### config.mk
export PLATFORM = sky130hd
export DESIGN_NAME = tmie_exec
export DESIGN_NICKNAME = d
export VERILOG_FILES = /design/src/rtl/tape_machine_instruction_exec_top_defines.svh /design/src/rtl/tmie_pkg.sv /design/src/rtl/tmie_exec.sv
export SDC_FILE = /design/constraint.sdc
export NUM_CORES = 1
export LEC_CHECK = 0
export BUFFER_PORTS_ARGS = -buffer_cell sky130_fd_sc_hd__buf_4
export CAP_MARGIN = 0
export CORE_MARGIN = 5
export CORE_UTILIZATION = 42
export DETAILED_ROUTE_END_ITERATION = 8
export MAX_ROUTING_LAYER = met4
export SYNTH_ARGS = -nofsm -noshare
export SYNTH_HDL_FRONTEND = slang
export SYNTH_SLANG_ARGS = --single-unit
### constraint.sdc
create_clock -name clock -period 8.05 [get_ports clock]
set_input_delay 0.4025 -clock clock [delete_from_list [all_inputs] [get_ports clock]]
set_output_delay 0.4025 -clock clock [all_outputs]
set_load 0.005 [all_outputs]
### src/rtl/tape_machine_instruction_exec_top_defines.svh
// assertion macros for the tape machine executor
// used by tape_machine_instruction_exec_top; no other dependencies
`ifndef TAPE_MACHINE_INSTRUCTION_EXEC_TOP_DEFINES_SVH
`define TAPE_MACHINE_INSTRUCTION_EXEC_TOP_DEFINES_SVH

// antecedent implies consequent in the same cycle
`define TMIE_ASSERT_SAME(label, clk, rst, ante, cons, msg) \
   label: assert property (@(posedge clk) disable iff (rst) (ante) |-> (cons)) \
      else $error(msg);

// antecedent implies consequent in the next cycle
`define TMIE_ASSERT_NEXT(label, clk, rst, ante, cons, msg) \
   label: assert property (@(posedge clk) disable iff (rst) (ante) |=> (cons)) \
      else $error(msg);

`endif

### src/rtl/tmie_pkg.sv
// shared constants, command codes and structs for the tape machine executor
// no dependencies
package tmie_pkg;

   localparam int WORD_W        = 28;
   localparam int CMD_W         = 4;
   localparam int BYTE_W        = 8;
   localparam int TAPE_DEPTH_DEF = 4096;
   localparam int REQ_DATA_W    = 40;
   localparam int RSP_DATA_W    = 96;

   localparam logic [CMD_W-1:0] CMD_ADD   = 4'd0;
   localparam logic [CMD_W-1:0] CMD_SUB   = 4'd1;
   localparam logic [CMD_W-1:0] CMD_RIGHT = 4'd2;
   localparam logic [CMD_W-1:0] CMD_LEFT  = 4'd3;
   localparam logic [CMD_W-1:0] CMD_OUT   = 4'd4;
   localparam logic [CMD_W-1:0] CMD_IN    = 4'd5;
   localparam logic [CMD_W-1:0] CMD_JZ    = 4'd6;
   localparam logic [CMD_W-1:0] CMD_JNZ   = 4'd7;
   localparam logic [CMD_W-1:0] CMD_HALT  = 4'd15;

   localparam logic CSR_OUT_EN = 1'b0;
   localparam logic CSR_IN_EN  = 1'b1;

   // instruction handed from the issue side to the execute stage
   typedef struct packed {
      logic [CMD_W-1:0]  cmd;
      logic [WORD_W-1:0] opnd;
      logic [BYTE_W-1:0] in_byte;
      logic              fault;
      logic              ignore;
   } issue_type;

   // result item as it sits in the output register
   typedef struct packed {
      logic              tape_fault;
      logic              halted;
      logic [WORD_W-1:0] in_count;
      logic [WORD_W-1:0] out_count;
      logic [BYTE_W-1:0] out_byte;
      logic [WORD_W-1:0] next_pc;
   } result_type;

endpackage

### src/rtl/tmie_exec.sv
// execute stage: cell update, jumps, program counter and result register
// depends on tmie_pkg
module tmie_exec #(
   parameter int TAPE_DEPTH = tmie_pkg::TAPE_DEPTH_DEF
) (
   input  logic                              clock,
   input  logic                              reset,
   input  logic                              issue_valid,
   input  tmie_pkg::issue_type               issue,
   input  logic [$clog2(TAPE_DEPTH)-1:0]     issue_addr,
   input  logic [tmie_pkg::BYTE_W-1:0]       rd_data,
   input  logic                              out_en,
   input  logic                              in_en,
   output logic                              stage_free,
   output logic                              wr_en,
   output logic [$clog2(TAPE_DEPTH)-1:0]     wr_addr,
   output logic [tmie_pkg::BYTE_W-1:0]       wr_data,
   output logic                              rsp_valid,
   input  logic                              rsp_ready,
   output tmie_pkg::result_type              rsp_result
);
   import tmie_pkg::*;

   localparam int ADDR_W = $clog2(TAPE_DEPTH);

   logic              s1_valid_ff, s1_valid_in;
   issue_type         s1_ff;
   logic [ADDR_W-1:0] s1_addr_ff;
   logic              fwd_hit_ff;
   logic [BYTE_W-1:0] fwd_data_ff;
   logic [WORD_W-1:0] pc_ff, pc_in;
   logic              out_valid_ff, out_valid_in;
   result_type        out_ff, res;
   logic              s1_go;
   logic [BYTE_W-1:0] cur_byte;
   logic              we;
   logic [BYTE_W-1:0] wdata;

   assign s1_go      = s1_valid_ff && (!out_valid_ff || rsp_ready);
   assign stage_free = !s1_valid_ff || s1_go;
   // a write on the same edge as this item's read is not seen by the ram
   assign cur_byte = fwd_hit_ff ? fwd_data_ff : rd_data;

   always_comb begin
      res            = '0;
      res.next_pc    = pc_ff + WORD_W'(1);
      res.tape_fault = s1_ff.fault;
      we             = 1'b0;
      wdata          = cur_byte;
      if (s1_ff.ignore) begin
         res.next_pc = pc_ff;
         res.halted  = 1'b1;
      end else begin
         case (s1_ff.cmd)
            CMD_ADD: begin
               we    = 1'b1;
               wdata = cur_byte + s1_ff.opnd[BYTE_W-1:0];
            end
            CMD_SUB: begin
               we    = 1'b1;
               wdata = cur_byte - s1_ff.opnd[BYTE_W-1:0];
            end
            CMD_OUT: begin
               if (out_en && (s1_ff.opnd != '0)) begin
                  res.out_byte  = cur_byte;
                  res.out_count = s1_ff.opnd;
               end
            end
            CMD_IN: begin
               if (in_en && (s1_ff.opnd != '0)) begin
                  we           = 1'b1;
                  wdata        = s1_ff.in_byte;
                  res.in_count = s1_ff.opnd;
               end
            end
            CMD_JZ: begin
               if (cur_byte == '0) begin
                  res.next_pc = s1_ff.opnd;
               end
            end
            CMD_JNZ: begin
               if (cur_byte != '0) begin
                  res.next_pc = s1_ff.opnd;
               end
            end
            default: begin
            end
         endcase
      end
   end

   assign wr_en   = s1_go && we;
   assign wr_addr = s1_addr_ff;
   assign wr_data = wdata;

   always_comb begin
      s1_valid_in = s1_valid_ff;
      if (issue_valid) begin
         s1_valid_in = 1'b1;
      end else if (s1_go) begin
         s1_valid_in = 1'b0;
      end
      out_valid_in = out_valid_ff;
      if (s1_go) begin
         out_valid_in = 1'b1;
      end else if (rsp_ready) begin
         out_valid_in = 1'b0;
      end
      pc_in = s1_go ? res.next_pc : pc_ff;
   end

   always_ff @(posedge clock) begin
      if (reset) begin
         s1_valid_ff  <= 1'b0;
         out_valid_ff <= 1'b0;
         pc_ff        <= '0;
      end else begin
         s1_valid_ff  <= s1_valid_in;
         out_valid_ff <= out_valid_in;
         pc_ff        <= pc_in;
      end
   end

   always_ff @(posedge clock) begin
      if (issue_valid) begin
         s1_ff       <= issue;
         s1_addr_ff  <= issue_addr;
         fwd_hit_ff  <= wr_en && (wr_addr == issue_addr);
         fwd_data_ff <= wdata;
      end
      if (s1_go) begin
         out_ff <= res;
      end
   end

   assign rsp_valid  = out_valid_ff;
   assign rsp_result = out_ff;

endmodule

==> results.toml, run 1 <==
[outcome]
status = "finished clean"

[pwr]
p_sw_w = 0.000589
powerDensity_mw_per_mm2 = 205
power_frac_comb = 0.111
clockPowerShare = 0.373
power_frac_seq = 0.516
internal-power_w = 0.00164
leakage_nw = 3.90
peakVddDrop_uv = 155
power.share.switching = 0.264

[setup_path]
r2r_setup_slack_ns = 3.96
crit_path_end_kind = "output port"
timing.rr.end = "fwd_data_ff[6]"
arrival_ns = 4.42
critPathKind = "flip-flop to output port"
slowest_stage = "nor4_1"
start_kind = "flip-flop"
critPathMaxFanout = 8
regToRegStartpoint = "s1_ff[38]"
cp-startpoint = "s1_ff[38]"
cp_cell_sequence = "inv_1 -> nor4_1 -> mux2_2 -> fa_1 -> nor2b_1 -> o21ai_0 -> a21bo_2 -> and3_1 -> or3_1 -> a221o_1 -> buf_4"
ff2ff_path_depth = 10
crit_required_ns = 7.65
slowest_delay_ns = 0.99

[synth]
synth_xor_area_frac = 0.0222
synth_top_family_by_area = "simple AND/OR/NAND/NOR gates"
synth_area_leaders = "edfxtp_1 54%, dfxtp_1 6.9%, and2_1 4.5%"
synth_top_area_share = 0.542
synth-seq-area-share = 0.611
synth_area_mm2 = 0.00869
ys_async_sr_fraction = 0
synth_compound_area_frac = 0.129
syn_area_per_cell_um2 = 12.0
synth_top_area_cell = "edfxtp_1"
synth_most_common_cell = "edfxtp_1"
synth_edf_count = 157
muxShareOfSynthArea = 0.0246
synth-adder-area-share = 0.0153
synth_cells = 727
ys_top_cells_by_count = "157 x edfxtp_1, 62 x and2_1, 55 x a21oi_1, 35 x nand2_1, 34 x inv_1"
syn-num-nets = 805
ys.flop_type = "edfxtp_1"
synth-seq-cells = 187
ys_warn_count = 0
yosysUniqueCellTypes = 67
synth-simple-area-share = 0.163

[sta]
fin_setup_tns_ns = 0
slew_headroom = 0.208
rsz0062_at_grt = "no"
hold_violations = 0
period_share = 0.599
finalMaxSlewViolations = 0
finClkSkew_ns = 0.0129
worst_slew_pin_slew_ns = 1.18
fin_crit_ns = 4.82
fmax_mhz = 207
holdWs_ns = 0.139
setup_viol = 0
setup_ws_ns = 3.23

[finish]
instances_no_fill = 1179
diodes = 0
fill_cells = 1767
ff_latch_area_mm2 = 0.00532
syn2layout_area_growth_pct = 25.2
nets = 974
drive_gt1_frac = 0.267
multi_input_area_mm2 = 0.00309

[global_route]
grt_use_total = 0.205
grt_max_degree = 72
antenna_found_initial = 0
grt_pass1_wl_mm = 37.1
met3_usage = 0.0427
top_usage_layer = "met2"
grt_use_met1 = 0.293
grt_util_met2 = 0.301
overflow = 0
grt_pass1_vias = 6526

[floorplanning]
ios = 185
die_x_um = 154
die_h_um = 154
die_area_mm2 = 0.0237
core_area_mm2 = 0.0203
num_rows = 52
initial_core_util = 0.428

[min_path]
holdPathStages = 1
hold_class = "input pin to flip-flop"
hold_path_end = "s1_ff[8]"
min_from = "issue[8]"

[clock_network]
clk_path_buf_depth = 2
root_buffer = "clkbuf_16"
cts_sinks = 187
cts_resized = 0
cts_hold_buffers = 0
htreeDepth = 4
cts_tree = "built"
clkTransAtPathRegs_ns = 0.08
clkLatencyLatePin_ns = 0.43
post_cts_buffers = 0
cts_buffers = 17

[routing]
postRouteAntennaNets = 0
viasPerCell = 5.61
drt_first_pass_iters = 6
drt-total-wl_mm = 24.3
drc = 0
routed-via-count = 6617
drtIter0Drc = 716
wl_per_cell_um = 20.6

[placement]
place_ws_ns = 3.72
hpwl_mm = 17.3
io_buffer_count = 184
gp_routability_congestion = 0.891
placed_cells = 1147

[flow_run]
maxCapViolCount = 0
==> metal layers <==
metal  vias up  wire, µm
met5         -         0
met4         0       387
met3        31      1700
met2       291     10800
met1      3187     11400
li1       3108         -
==> cell usage in the layout, fill, tap and decap left out, types with 7 or more instances in the layout <==
cell type	synthesis	layout
o32ai_1	18	18
mux2_2	8	8
o21ai_0	11	11
nand3_1	21	21
inv_1	34	33
nand2_1	35	35
ha_1	9	9
o22ai_1	17	17
and2_1	62	62
buf_4	2	191
a21oi_1	55	55
and3_1	7	7
dfxtp_1	30	30
nand4_1	13	13
edfxtp_1	157	157
clkbuf_16	0	17
nor2b_1	8	8
xnor2_1	16	16
a22oi_1	8	8
nor4_1	17	17
nor2_1	30	30
nor3_1	18	18
mux2i_1	9	9
==> kinds of logic after synthesis <==
group	Yosys count
xor gates and xnor gates	22
buffers and inverters	75
muxes	20
adders and majority gates	10
AOI/OAI and AO/OA	164
and+or+nand+nor	249
DFF	187
==> state kept, by name, summed over array words and instances (netlist names) <==
register,cells
s1_ff,41
fwd_hit_ff,1
wr_addr,12
pc_ff,28
res,1
rsp_valid,1
fwd_data_ff,8
rsp_result,94
s1_valid_ff,1
==> stage by stage <==
stage,cell area [µm²],util,power (W)
after floorplan,8690,-,0.00128
after detailed placement,10300,0.508,0.00142
after global routing,10900,0.536,0.00231
after CTS,10900,0.536,0.00225
after global placement,10300,0.508,0.00142
final,10900,0.536,0.00223
==> power groups by stage <==
| stage | sequential [W] | clock, W | combinational (W) |
|---|---|---|---|
| after floorplan | 0.00116 | 0 | 0.000123 |
| after global placement | 0.00117 | 0 | 0.000247 |
| after detailed placement | 0.00117 | 0 | 0.000248 |
| after CTS | 0.00115 | 0.000844 | 0.000249 |
| after global routing | 0.00116 | 0.000881 | 0.000270 |
| final | 0.00115 | 0.000831 | 0.000248 |
==> area by class of cell <==
type | instances | share of cell area
clock buffers | 18 | 0.0394
clock inverters | 14 | 0.0138
inverters | 34 | 0.0120
multi-input cells | 465 | 0.284
flip-flops and latches | 187 | 0.488
well taps | 270 | 0.0310
repair buffers | 191 | 0.132
==> critical path: cells and delay by family, from the launching register on <==
family                     cells  cell delay, ns
DFF                            1            0.53
AOI/OAI and AO/OA              3            0.66
and+or+nand+nor                4            1.62
buffers and inverters          2            0.29
adders and majority gates      1            0.43
muxes                          1            0.45
==> worst max path at each step <==
stage / to / slack, ns / cells after the start
4_1_cts: wr_data[6] / 3.23 / 11
2_1_floorplan: wr_data[6] / 4.38 / 11
3_5_place_dp: wr_data[6] / 3.72 / 11
5_1_grt: wr_data[6] / 2.94 / 11
6_report: wr_data[6] / 3.23 / 11
3_3_place_gp: wr_data[6] / 3.81 / 11
(Power assumes the default switching activity.)
==> run 2, diff against run 1 <==
- PLACE_DENSITY: default -> 0.67
- clock period: 8.05 -> 4.1 ns (I/O delays scaled with it)
==> run 2 against run 1 <==
Against the previous run:
- critical path depth is 1 higher
- cell count up 5.5%
- hold slack worse by 0.066 ns
- via count up 3.7%
- sequential power increased by 97%
- combinational power up 120%
- clock skew decreased by 0.0012 ns
- clock power increased by 93%
- die area unchanged
- clock-buffer cell count up 3
==> results.toml, run 2 (same netlist as run 1, synthesis figures left out) <==
[global_route]
antenna_found_initial = 0
grt_max_degree = 70
grt_pass1_wl_mm = 36.1
grt_pass1_vias = 6495
overflow = 0
grt_use_total = 0.197

[pwr]
clockPowerShare = 0.365
power_frac_seq = 0.514
power_frac_comb = 0.122
p_sw_w = 0.00105
internal-power_w = 0.00334
peakVddDrop_uv = 272
leakage_nw = 4.17
power.share.switching = 0.239
powerDensity_mw_per_mm2 = 382

[sta]
setup_viol = 0
period_share = 0.942
setup_ws_ns = 0.239
worst_slew_pin_slew_ns = 0.889
fin_crit_ns = 3.86
hold_violations = 0
slew_headroom = 0.407
fmax_mhz = 259
rsz0062_at_grt = "no"
fin_setup_tns_ns = 0
finalMaxSlewViolations = 0
finClkSkew_ns = 0.0116

[finish]
final_cell_mix = "202 x buf_4, 157 x edfxtp_1, 62 x and2_1, 55 x a21oi_1, 54 x dlygate4sd3_1"
syn2layout_area_growth_pct = 32.2
nets = 1039
diodes = 0
drive_gt1_frac = 0.259
instances_no_fill = 1244
largest_reg_flops = 94
final_common_cell = "buf_4"
fill_cells = 1706

[routing]
postRouteAntennaNets = 0
drt-total-wl_mm = 23.5
drc = 0
viasPerCell = 5.51
drtIter0Drc = 828
drt_first_pass_iters = 5
routed-via-count = 6860
wl_per_cell_um = 18.9

[placement]
hpwl_mm = 15.8
place_ws_ns = 0.528
placed_cells = 1155
gp_routability_congestion = 0.890
io_buffer_count = 184

[floorplanning]
num_rows = 52
die_x_um = 154
die_area_mm2 = 0.0237
die_h_um = 154
ios = 185
initial_core_util = 0.428
core_area_mm2 = 0.0203

[outcome]
status = "finished clean"

[clock_network]
cts_tree = "built"
htreeDepth = 4
root_buffer = "clkbuf_16"
cts_sinks = 187
clkTransAtPathRegs_ns = 0.07
clk_path_buf_depth = 2
clkLatencyLatePin_ns = 0.43
cts_buffers = 17

[setup_path]
crit_required_ns = 3.89
arrival_ns = 3.66
crit_path_end_kind = "output port"
start_kind = "flip-flop"
critPathKind = "flip-flop to output port"
critPathMaxFanout = 7

[min_path]
hold_class = "input pin to flip-flop"

[flow_run]
maxCapViolCount = 0
run 2: path summary, 6_finish.rpt:
| path | depth (start not counted) | start | endpoint | slack, ns |
|---|---|---|---|---|
| worst max-delay path | 12 | s1_ff[38] | wr_data[6] | 0.24 |
| worst min-delay path | 4 | rsp_ready | rsp_valid | 0.07 |
| worst max register to register | 11 | s1_ff[38] | fwd_data_ff[6] | 0.76 |
| worst min register to register | 0 | res[93] | rsp_result[93] | 0.42 |
run 2: repair_timing:
action,CTS,global route
setup buffers,0,3
resized for setup,0,1
hold endpoints to repair,54,0
endpoints found under the setup margin,0,3
hold buffers,54,0
run 2: area by class of cell:
type                       count  area (µm²)  area share
inverter                      34         130      0.0113
clock inverter                11         118      0.0102
sequential                   187        5320       0.462
timing repair buffer         256        2060       0.179
multi-input combinational    465        3100       0.269
clock buffer                  21         440      0.0383
tap                          270         338      0.0294
run 2: layer usage:
layer  wire length (µm)  global-route usage  vias up
li1                   -                   -     3242
met1              10300               0.271     3298
met2              11100               0.303      292
met3               1750              0.0391       28
met4                376              0.0521        0
met5                  0                   -        -
run 2: critical path: stages, from the launching register on:
cell and delay [ns]:
edfxtp_1 0.42, inv_1 0.11, nor4_2 0.31, buf_4 0.20, mux2_2 0.36, fa_1 0.43, nor2b_1 0.12, o21ai_0 0.11
a21bo_2 0.25, and3_1 0.15, or3_1 0.33, a221o_1 0.29, buf_4 0.14
run 2: power groups by stage:
stage	logic (W)	registers, W	clock network (W)
final	0.000534	0.00226	0.00160
after global routing	0.000579	0.00227	0.00171
after CTS	0.000528	0.00226	0.00163
after detailed placement	0.000483	0.00230	0
after global placement	0.000482	0.00230	0
after floorplan	0.000241	0.00227	0
run 2: per-stage QoR:
step	instance area (µm²)	util	hold slack (ns)	power, W
final	11500	0.566	0.0725	0.00440
after global routing	11500	0.566	0.112	0.00456
after CTS	11500	0.565	0.0610	0.00441
after global placement	10400	0.511	0.383	0.00278
after floorplan	8690	-	0.304	0.00251
after detailed placement	10400	0.511	0.384	0.00278
==> run 3, diff against run 2 <==
- CORE_UTILIZATION: 42 -> 29
- PLACE_DENSITY: 0.67 -> default
==> run 3 against run 2 <==
Against the previous run:
- first-iteration DRC count decreased by 39%
- via count fell by 1.4%
- die area up 42%
- power increased by 2.6%
- sequential cell count unchanged
- non-clock buffer count is the same
- routed wire length is 6.4% higher
- combinational power barely moved
- design area is 1.6% higher
- clock skew up 0.0053 ns
- register-to-register slack got worse by 0.05 ns
- sequential power barely moved
- critical path type unchanged
- critical endpoint unchanged
- highest routed layer unchanged
==> results.toml, run 3 (same netlist as run 1, synthesis figures left out) <==
[clock_network]
clkLatencyLatePin_ns = 0.43
root_buffer = "clkbuf_16"
cts_tree = "built"
cts_sinks = 187
clk_path_buf_depth = 2
cts_buffers = 17
clkTransAtPathRegs_ns = 0.07
htreeDepth = 4

[global_route]
grt_max_degree = 65
grt_pass1_vias = 6620
grt_pass1_wl_mm = 38.1
grt_use_total = 0.150
overflow = 0
antenna_found_initial = 0

[finish]
largest_reg_flops = 94
fill_cells = 2895
nets = 1039
drive_gt1_frac = 0.261
final_cell_mix = "202 x buf_4, 157 x edfxtp_1, 62 x and2_1, 55 x a21oi_1, 54 x dlygate4sd3_1"
final_cell_area_mm2 = 0.0117
multi_input_area_mm2 = 0.00309
final_common_cell = "buf_4"
ff_latch_area_mm2 = 0.00532
syn2layout_area_growth_pct = 34.4

[floorplanning]
die_x_um = 183
die_h_um = 183
core_area_mm2 = 0.0296
num_rows = 63
ios = 185
initial_core_util = 0.293
die_area_mm2 = 0.0335

[routing]
drc = 0
drt_first_pass_iters = 5
wl_per_cell_um = 18.3
drt-total-wl_mm = 25.0
drtIter0Drc = 502
postRouteAntennaNets = 0
viasPerCell = 4.95
routed-via-count = 6762

[sta]
holdWs_ns = 0.0749
finClkSkew_ns = 0.0169
fin_setup_tns_ns = 0
period_share = 0.955
finalMaxSlewViolations = 0
hold_violations = 0
rsz0062_at_grt = "no"
setup_viol = 0
fmax_mhz = 255
slew_headroom = 0.387
worst_slew_pin_slew_ns = 0.919
fin_crit_ns = 3.91

[outcome]
status = "finished clean"

[setup_path]
start_kind = "flip-flop"
arrival_ns = 3.71
critPathKind = "flip-flop to output port"
crit_required_ns = 3.89
critPathMaxFanout = 7
crit_path_end_kind = "output port"

[placement]
io_buffer_count = 184
place_area_mm2 = 0.0105
gp_routability_congestion = 0.907
hpwl_mm = 17.5

[pwr]
leakage_nw = 4.19
peakVddDrop_uv = 232
powerDensity_mw_per_mm2 = 386
total_power_w = 0.00451

[min_path]
hold_class = "input pin to flip-flop"

[flow_run]
maxCapViolCount = 0
run 3: cell types whose count changed in the layout (fill, tap and decap cells not counted), sizes merged:
| cell | before | now |
|---|---|---|
| bufinv | 2 | 3 |
| diode | 0 | 1 |
| clkinv | 5 | 6 |
| inv | 37 | 38 |
| clkbuf | 21 | 18 |
run 3: area by class of cell:
cell class,count,share of cell area
Inverter,34,0.0111
Timing Repair Buffer,256,0.176
Antenna cell,1,0.000214
Clock buffer,18,0.0367
Tap cell,390,0.0418
Multi-Input combinational cell,465,0.265
Sequential cell,187,0.455
Clock inverter,14,0.0144
run 3: path summary, 6_finish.rpt:
path | start | endpoint | slack, ns | depth (start not counted)
min reg2reg | res[93] | rsp_result[93] | 0.42 | 0
min | rsp_ready | rsp_valid | 0.07 | 4
max | s1_ff[39] | wr_data[6] | 0.19 | 11
max reg2reg | s1_ff[39] | fwd_data_ff[6] | 0.71 | 10
run 3: per-layer routing:
layer,share of wire,GRT usage
met1,0.45,0.199
met2,0.47,0.233
met3,0.070,0.0345
met4,0.012,0.0378
met5,0,-
run 3: per-stage QoR:
step                      utilization  instances  worst slack (ns)
after floorplan                     -        727             0.564
after global placement          0.355       1276             0.539
after detailed placement        0.355       1276             0.487
after CTS                       0.393       1362           0.00120
after global routing            0.394       1364            0.0319
final                           0.394       1365             0.186
run 3: worst max-delay path: stages (launching register included):
cell	delay, ns
edfxtp_1	0.49
nor4_1	0.35
buf_4	0.21
mux2_2	0.36
fa_1	0.43
nor2b_1	0.12
o21ai_0	0.11
a21bo_2	0.25
and3_1	0.16
or3_1	0.35
a221o_1	0.31
buf_4	0.15
run 3: what timing repair did:
action / in CTS / in global routing
hold endpoints to repair: 54 / 0
setup buffers: 0 / 2
hold buffers: 54 / 0
gates resized for setup: 0 / 0
setup endpoints to repair: 0 / 1
run 3: report_power, final:
group | switching (W) | internal [W] | total [W]
Combinational | 0.000267 | 0.000269 | 0.000536
Sequential | 0.0000836 | 0.00218 | 0.00226
Clock | 0.000749 | 0.000966 | 0.00171
Total | 0.00110 | 0.00341 | 0.00451
